### config.mk
export PLATFORM = sky130hd
export DESIGN_NAME = quadrature_encoder_counter
export DESIGN_NICKNAME = d
export VERILOG_FILES = /design/src/qec_pkg.sv /design/src/quadrature_encoder_counter.sv
export SDC_FILE = /design/constraint.sdc
export NUM_CORES = 2
export LEC_CHECK = 0
export ABC_AREA = 1
export BUFFER_PORTS_ARGS = -buffer_cell sky130_fd_sc_hd__buf_2
export CORE_ASPECT_RATIO = 0.8
export CORE_UTILIZATION = 60
export DETAILED_ROUTE_END_ITERATION = 8
export PLACE_DENSITY = 0.77
export RECOVER_POWER = 50
export REMOVE_ABC_BUFFERS = 1
export SLEW_MARGIN = 10
export SYNTH_ARGS = -nofsm -noshare
export SYNTH_HDL_FRONTEND = slang
export SYNTH_SLANG_ARGS = --single-unit
### constraint.sdc
create_clock -name clk -period 7 [get_ports clk]
set_input_delay 0.7 -clock clk [delete_from_list [all_inputs] [get_ports clk]]
set_output_delay 0.7 -clock clk [all_outputs]
set_load 0.02 [all_outputs]
### src/qec_pkg.sv
package qec_pkg;

  localparam int NUM_CHANNELS_DEF = 3;
  localparam int ACTION_W         = 2;
  localparam int CHANNEL_W        = 2;
  localparam int VALUE_W          = 32;
  localparam int RATE_W           = 16;
  localparam logic [RATE_W-1:0] RATE_RESET = 16'd1000;

  typedef enum logic [ACTION_W-1:0] {
    ACT_SAMPLE = 2'd0,
    ACT_TICK   = 2'd1,
    ACT_CLEAR  = 2'd2
  } action_t;

  typedef struct packed {
    logic [ACTION_W-1:0]  action;
    logic [CHANNEL_W-1:0] channel;
    logic                 a_level;
    logic                 b_level;
  } in_item_t;

  typedef struct packed {
    logic [CHANNEL_W-1:0]      channel_out;
    logic signed [VALUE_W-1:0] position;
    logic signed [VALUE_W-1:0] speed;
    logic                      last;
  } out_item_t;

endpackage

### src/quadrature_encoder_counter.sv
// channel  direction  handshake             payload
// in_      input      in_valid / in_stall   qec_pkg::in_item_t
// out_     output     out_valid / out_stall qec_pkg::out_item_t
// cfg_     input      cfg_valid / cfg_ready cfg_data, update rate (16 bits)
//
// a sample or channel clear is taken one per cycle back to back while in_stall is low
// a tick is taken, then the single output register sends one result per channel,
// channel 0 first; in_stall is high while that drain runs
// rst_n is synchronous and clears all channel state, rate goes to 1000
// out_stall holds the output register and lengthens the tick drain to match
module quadrature_encoder_counter #(
  parameter int NUM_CHANNELS = qec_pkg::NUM_CHANNELS_DEF
) (
  input  logic                        clk,
  input  logic                        rst_n,
  input  logic                        in_valid,
  output logic                        in_stall,
  input  qec_pkg::in_item_t           in_data,
  output logic                        out_valid,
  input  logic                        out_stall,
  output qec_pkg::out_item_t          out_data,
  input  logic                        cfg_valid,
  output logic                        cfg_ready,
  input  logic [qec_pkg::RATE_W-1:0]  cfg_data
);

  localparam int CH_W = (NUM_CHANNELS > 1) ? $clog2(NUM_CHANNELS) : 1;
  localparam int VW   = qec_pkg::VALUE_W;
  localparam logic [CH_W-1:0] LAST_IDX = CH_W'(NUM_CHANNELS - 1);

  logic [VW-1:0] delta_r [NUM_CHANNELS];
  logic [VW-1:0] delta_nxt [NUM_CHANNELS];
  logic [VW-1:0] count_r [NUM_CHANNELS];
  logic [VW-1:0] count_nxt [NUM_CHANNELS];
  logic [VW-1:0] vel_r [NUM_CHANNELS];
  logic [VW-1:0] vel_nxt [NUM_CHANNELS];
  logic [NUM_CHANNELS-1:0] prev_a_r, prev_a_nxt;
  logic [NUM_CHANNELS-1:0] prev_b_r, prev_b_nxt;
  logic [qec_pkg::RATE_W-1:0] rate_r;

  logic            drain_act_r, drain_act_nxt;
  logic [CH_W-1:0] drain_idx_r, drain_idx_nxt;
  logic            out_vld_r, out_vld_nxt;
  qec_pkg::out_item_t out_data_r, out_data_nxt;

  logic in_acc;
  logic out_load;
  logic is_sample, is_tick, is_clear;

  assign in_stall  = drain_act_r;
  assign in_acc    = in_valid && !in_stall;
  assign cfg_ready = 1'b1;
  assign out_valid = out_vld_r;
  assign out_data  = out_data_r;

  assign is_sample = in_acc && (in_data.action == qec_pkg::ACT_SAMPLE);
  assign is_tick   = in_acc && (in_data.action == qec_pkg::ACT_TICK);
  assign is_clear  = in_acc && (in_data.action == qec_pkg::ACT_CLEAR);

  always_comb begin
    logic       hit;
    logic [1:0] step;
    for (int k = 0; k < NUM_CHANNELS; k++) begin
      hit           = ({{(VW-qec_pkg::CHANNEL_W){1'b0}}, in_data.channel} == VW'(k));
      step          = 2'b00;
      delta_nxt[k]  = delta_r[k];
      count_nxt[k]  = count_r[k];
      vel_nxt[k]    = vel_r[k];
      prev_a_nxt[k] = prev_a_r[k];
      prev_b_nxt[k] = prev_b_r[k];
      if (is_sample && hit) begin
        step[0]       = (in_data.b_level != prev_a_r[k]);
        step[1]       = (in_data.a_level != prev_b_r[k]);
        case (step)
          2'b01:   delta_nxt[k] = delta_r[k] + VW'(1);
          2'b10:   delta_nxt[k] = delta_r[k] - VW'(1);
          default: delta_nxt[k] = delta_r[k];
        endcase
        prev_a_nxt[k] = in_data.a_level;
        prev_b_nxt[k] = in_data.b_level;
      end else if (is_tick) begin
        vel_nxt[k]   = delta_r[k] * {{(VW-qec_pkg::RATE_W){1'b0}}, rate_r};
        count_nxt[k] = count_r[k] + delta_r[k];
        delta_nxt[k] = '0;
      end else if (is_clear && hit) begin
        delta_nxt[k] = '0;
        count_nxt[k] = '0;
        vel_nxt[k]   = '0;
      end
    end
  end

  // result drain, one channel per cycle through the output register while out_stall does not hold it
  assign out_load = drain_act_r && (!out_vld_r || !out_stall);

  always_comb begin
    drain_act_nxt = drain_act_r;
    drain_idx_nxt = drain_idx_r;
    out_vld_nxt   = out_vld_r;
    out_data_nxt  = out_data_r;
    if (is_tick) begin
      drain_act_nxt = 1'b1;
      drain_idx_nxt = '0;
    end
    if (out_load) begin
      out_vld_nxt              = 1'b1;
      out_data_nxt.channel_out = qec_pkg::CHANNEL_W'(drain_idx_r);
      out_data_nxt.position    = count_r[drain_idx_r];
      out_data_nxt.speed       = vel_r[drain_idx_r];
      out_data_nxt.last        = (drain_idx_r == LAST_IDX);
      if (drain_idx_r == LAST_IDX) begin
        drain_act_nxt = 1'b0;
      end else begin
        drain_idx_nxt = drain_idx_r + CH_W'(1);
      end
    end else if (out_vld_r && !out_stall) begin
      out_vld_nxt = 1'b0;
    end
  end

  always_ff @(posedge clk) begin
    if (!rst_n) begin
      for (int k = 0; k < NUM_CHANNELS; k++) begin
        delta_r[k] <= '0;
        count_r[k] <= '0;
        vel_r[k]   <= '0;
      end
      prev_a_r    <= '0;
      prev_b_r    <= '0;
      rate_r      <= qec_pkg::RATE_RESET;
      drain_act_r <= 1'b0;
      drain_idx_r <= '0;
      out_vld_r   <= 1'b0;
    end else begin
      for (int k = 0; k < NUM_CHANNELS; k++) begin
        delta_r[k] <= delta_nxt[k];
        count_r[k] <= count_nxt[k];
        vel_r[k]   <= vel_nxt[k];
      end
      prev_a_r    <= prev_a_nxt;
      prev_b_r    <= prev_b_nxt;
      if (cfg_valid && cfg_ready) begin
        rate_r <= cfg_data;
      end
      drain_act_r <= drain_act_nxt;
      drain_idx_r <= drain_idx_nxt;
      out_vld_r   <= out_vld_nxt;
    end
  end

  always_ff @(posedge clk) begin
    out_data_r <= out_data_nxt;
  end

  a_tick_starts_drain: assert property (@(posedge clk) disable iff (!rst_n)
    is_tick |=> drain_act_r && (drain_idx_r == '0))
    else $error("tick did not start result drain");

  a_last_ends_drain: assert property (@(posedge clk) disable iff (!rst_n)
    out_load && (drain_idx_r == LAST_IDX) |=> !drain_act_r && out_vld_r && out_data_r.last)
    else $error("last result load did not end drain");

  a_drain_loads: assert property (@(posedge clk) disable iff (!rst_n)
    drain_act_r && !(out_vld_r && out_stall) |=> out_vld_r)
    else $error("drain step did not load output register");

  a_tick_clears_delta: assert property (@(posedge clk) disable iff (!rst_n)
    is_tick |=> (delta_r[0] == '0))
    else $error("tick did not clear period delta");

endmodule

==> flow_metrics.env <==
export IMPL_synthesis_area_per_instance_sq_um=7.19
export IMPL_wl_mm=201
export IMPL_slew_violations=460
export IMPL_wp_data_arrival_ps=7170
export IMPL_htree_levels=2
export IMPL_total_non_filler_cell_area_in_the_finished_layout_sq_um=65200
export IMPL_fmax_ghz=0.147
export IMPL_tns_ps=0
export IMPL_maximum_fanout_count_along_the_critical_path=42
export IMPL_synth_enable_flop_cells=163
export IMPL_tritoncts_sinks=381
export IMPL_cp_slowest_cell="dfxtp_4"
export IMPL_ys_ff_latch=381
export IMPL_gr_total_overflow=0
export IMPL_final_setup_worst_slack_ps=201
export IMPL_detailedPlace_worstSlack_ps=394
export IMPL_design_die_area_sq_um=104000
export IMPL_core_region_area_sq_um=101000
export IMPL_hold_violations=0
export IMPL_die_y_microns=288
export IMPL_cts_buffer_depth=3
export IMPL_finalNetCount=9820
export IMPL_layout_drive_gt1_share_pct=3.86
export IMPL_grt_first_pass_wirelength_mm=314
export IMPL_holdWs_ps=277
export IMPL_power_ir_vdd_worst_mv=0.185
export IMPL_cp_start_kind="flip-flop"
export IMPL_min_path_type="primary input to flip-flop"
export IMPL_n_antenna_cell=0
export IMPL_io_pins=97
export IMPL_clk_pin_slew_worst_paths_ps=60
export IMPL_final_cycle_share_pct=97.1
export IMPL_fin_util_pct=64.6
export IMPL_violated_checks="max-capacitance violations, max-slew violations"
export IMPL_floorplan_rows=104
export IMPL_first_global_vias=56000
export IMPL_post_cts_resized=0
export IMPL_number_of_warning_messages_in_the_yosys_log=0
export IMPL_start_util_pct=60.8
export IMPL_post_drt_wl_per_cell_microns=20.4
export IMPL_cts_tree="built"
export IMPL_timing_max_slew_rel_slack_pct=-149
export IMPL_path_common_cell="fa_1"
export IMPL_fin_worst_skew_ps=44.0
export IMPL_timing_hold_worst_start="cfg_data[9]"
export IMPL_clk_root_buffer_cell="clkbuf_16"
export IMPL_dp_final_hpwl_mm=159
export IMPL_synthesis_instances=8536
export IMPL_finalPower_mw=6.00
export IMPL_cts_hold_repair_buffers=0
export IMPL_vias_per_cell=5.77
export IMPL_post_synth_num_cell_types=63
export IMPL_status="finished with violations"
export IMPL_yosys_most_used_dff="dfxtp_1"
export IMPL_worstSkewPairLatency_ps=660
export IMPL_tritoncts_num_buffers=47
export IMPL_area_leader_netlist="fa_1"
export IMPL_placement_io_buffers=95
export IMPL_grt_use_total_pct=39.3
export IMPL_timing_critical_path_required_ps=7370
export IMPL_fin_crit_ps=6800
export IMPL_final_setup_viol_count=0
export IMPL_static_power_due_to_leakage_nw=34.1
export IMPL_syn_cell_area_sq_um=61400
export IMPL_non_filler_cells_in_the_finished_layout=9858
export IMPL_layout_area_overhead_vs_synth_pct=6.20
export IMPL_async_flop_share_pct=0
export IMPL_dr_total_vias=56900
export IMPL_crit_path_start="rate_r[2]"
export IMPL_post_cts_buffers=0
export IMPL_max_slew_worst_pin_slew_ps=3740
export IMPL_number_of_antenna_violating_nets_in_the_routed_design=0
export IMPL_critical_path_max_stage_delay_ps=770
export IMPL_die_width_microns=360
export IMPL_setup_repair_after_global_routing_missed_its_margin="no"
export IMPL_timing_critical_path_cells="buf_4, nand2_1, fa_1, inv_1, fa_1, inv_1, fa_1, inv_1, fa_1, fa_1, inv_1, fa_1, inv_1, ha_1, nand2_1, nor3_1, nand4_1, nand2_1, a21o_1, nand2_1, nand2_1, nor2_1"
export IMPL_r2r_start="rate_r[2]"
export IMPL_drt_pass1_iter_count=7
export IMPL_detail_route_iter0_violations=6292
export IMPL_placedInstanceArea_sq_um=63600
export IMPL_maxCapViolCount=12
export IMPL_synth_top_area_share_pct=29.9
export IMPL_crit_path_kind="flip-flop to flip-flop"
export IMPL_maximum_number_of_pins_on_one_net_before_global_route_repair=64
export IMPL_synth_yosys_seq_area_share_pct=15.1
export IMPL_finalWeightedCongestion=1.02
export IMPL_placedCellCount=9770
export IMPL_antenna_violations_before_repair=0
export IMPL_power_per_cell_area_nw_per_um2=92.0
export IMPL_drc=0
export IMPL_synth_top_cells_by_area="fa_1 30%, nand2_1 15%, inv_1 11%"
export IMPL_worstSetupEndpointType="flip-flop"
## worst paths after layout
check	to	slack (ps)	cells past startpoint
setup reg to reg	vel_r[2][27]	200	22
setup / recovery	vel_r[2][27]	200	22
hold reg to reg	count_r[0][30]	480	2
hold / removal	rate_r[9]	280	3
## cell usage after synthesis, types with 30 or more instances
master,instances
a21o_1,41
a21oi_1,513
a31oi_1,30
buf_1,40
buf_2,49
clkbuf_1,264
dfxtp_1,218
edfxtp_1,163
fa_1,918
ha_1,381
inv_1,1873
nand2_1,2460
nand3_1,378
nand3b_1,48
nand4_1,52
nor2_1,441
nor3_1,42
o21a_1,38
o21ai_0,326
## critical path: cells and delay by family, from the launching register on
| kind | cells | cell delay [ps] |
|---|---|---|
| AO/OA/AOI/OAI | 1 | 160 |
| AND/OR/NAND/NOR | 8 | 1540 |
| flip-flops | 1 | 770 |
| buffers and inverters | 6 | 610 |
| adder cells (fa/ha/maj) | 7 | 3400 |
## registers in the layout (all words and copies together) (netlist names)
| register | cells |
|---|---|
| vel_r | 96 |
| out_valid | 1 |
| prev_b_r | 3 |
| count_r | 96 |
| rate_r | 16 |
| in_stall | 1 |
| out_data | 67 |
| prev_a_r | 3 |
| delta_r | 96 |
| drain_idx_r | 2 |
## power by group
group	leakage [nW]	internal (mW)	total (mW)	switching, mW
combinational	29.8	0.190	0.722	0.533
clock	0.830	1.64	2.81	1.17
sequential	3.40	2.38	2.47	0.0926
total	34.1	4.21	6.00	1.80
## kinds of logic after synthesis
group	after synthesis	synth area share, %
XOR/XNOR	42	0.599
buffers and inverters	2239	13.8
adder cells (fa/ha/maj)	1299	37.7
AO/OA/AOI/OAI	1101	9.93
AND/OR/NAND/NOR	3473	22.9
other	1	0.00611
flip-flops	381	15.1
## layer usage
layer  up-vias  track usage (%)  part of all wire, %
met1     27200             55.5                   41
met5         -                0                    0
li1      25900                -                    -
met4         0             15.0                  4.2
met2      3244             59.2                   42
met3       452             8.71                   12
## placed cells by master (no fill, tap or decap), types with 17 or more instances in the layout
| cell type | count |
|---|---|
| nand4_1 | 52 |
| ha_1 | 381 |
| buf_4 | 147 |
| o21ai_1 | 21 |
| nand2_1 | 2462 |
| clkbuf_1 | 85 |
| fa_1 | 918 |
| xor2_1 | 25 |
| o21bai_1 | 26 |
| a22oi_1 | 19 |
| a31oi_1 | 30 |
| a21oi_1 | 513 |
| nand3b_1 | 48 |
| nor2_1 | 438 |
| dfxtp_1 | 201 |
| clkbuf_16 | 51 |
| buf_2 | 24 |
| nand3_1 | 378 |
| o21a_1 | 38 |
| inv_1 | 1872 |
| a21boi_0 | 21 |
| o21ai_0 | 326 |
| xnor2_1 | 17 |
| a21o_1 | 41 |
| nor3_1 | 42 |
| edfxtp_1 | 163 |
## area by class of cell
type | instances | area (sq um)
Fill cell | 9033 | 35800
Tap cell | 1325 | 1660
Clock buffer | 55 | 1300
Inverter | 1880 | 7060
Multi-Input combinational cell | 5916 | 43700
Sequential cell | 381 | 9300
Timing Repair Buffer | 268 | 1800
Clock inverter | 33 | 432
Power figures use the tool's default switching activity.
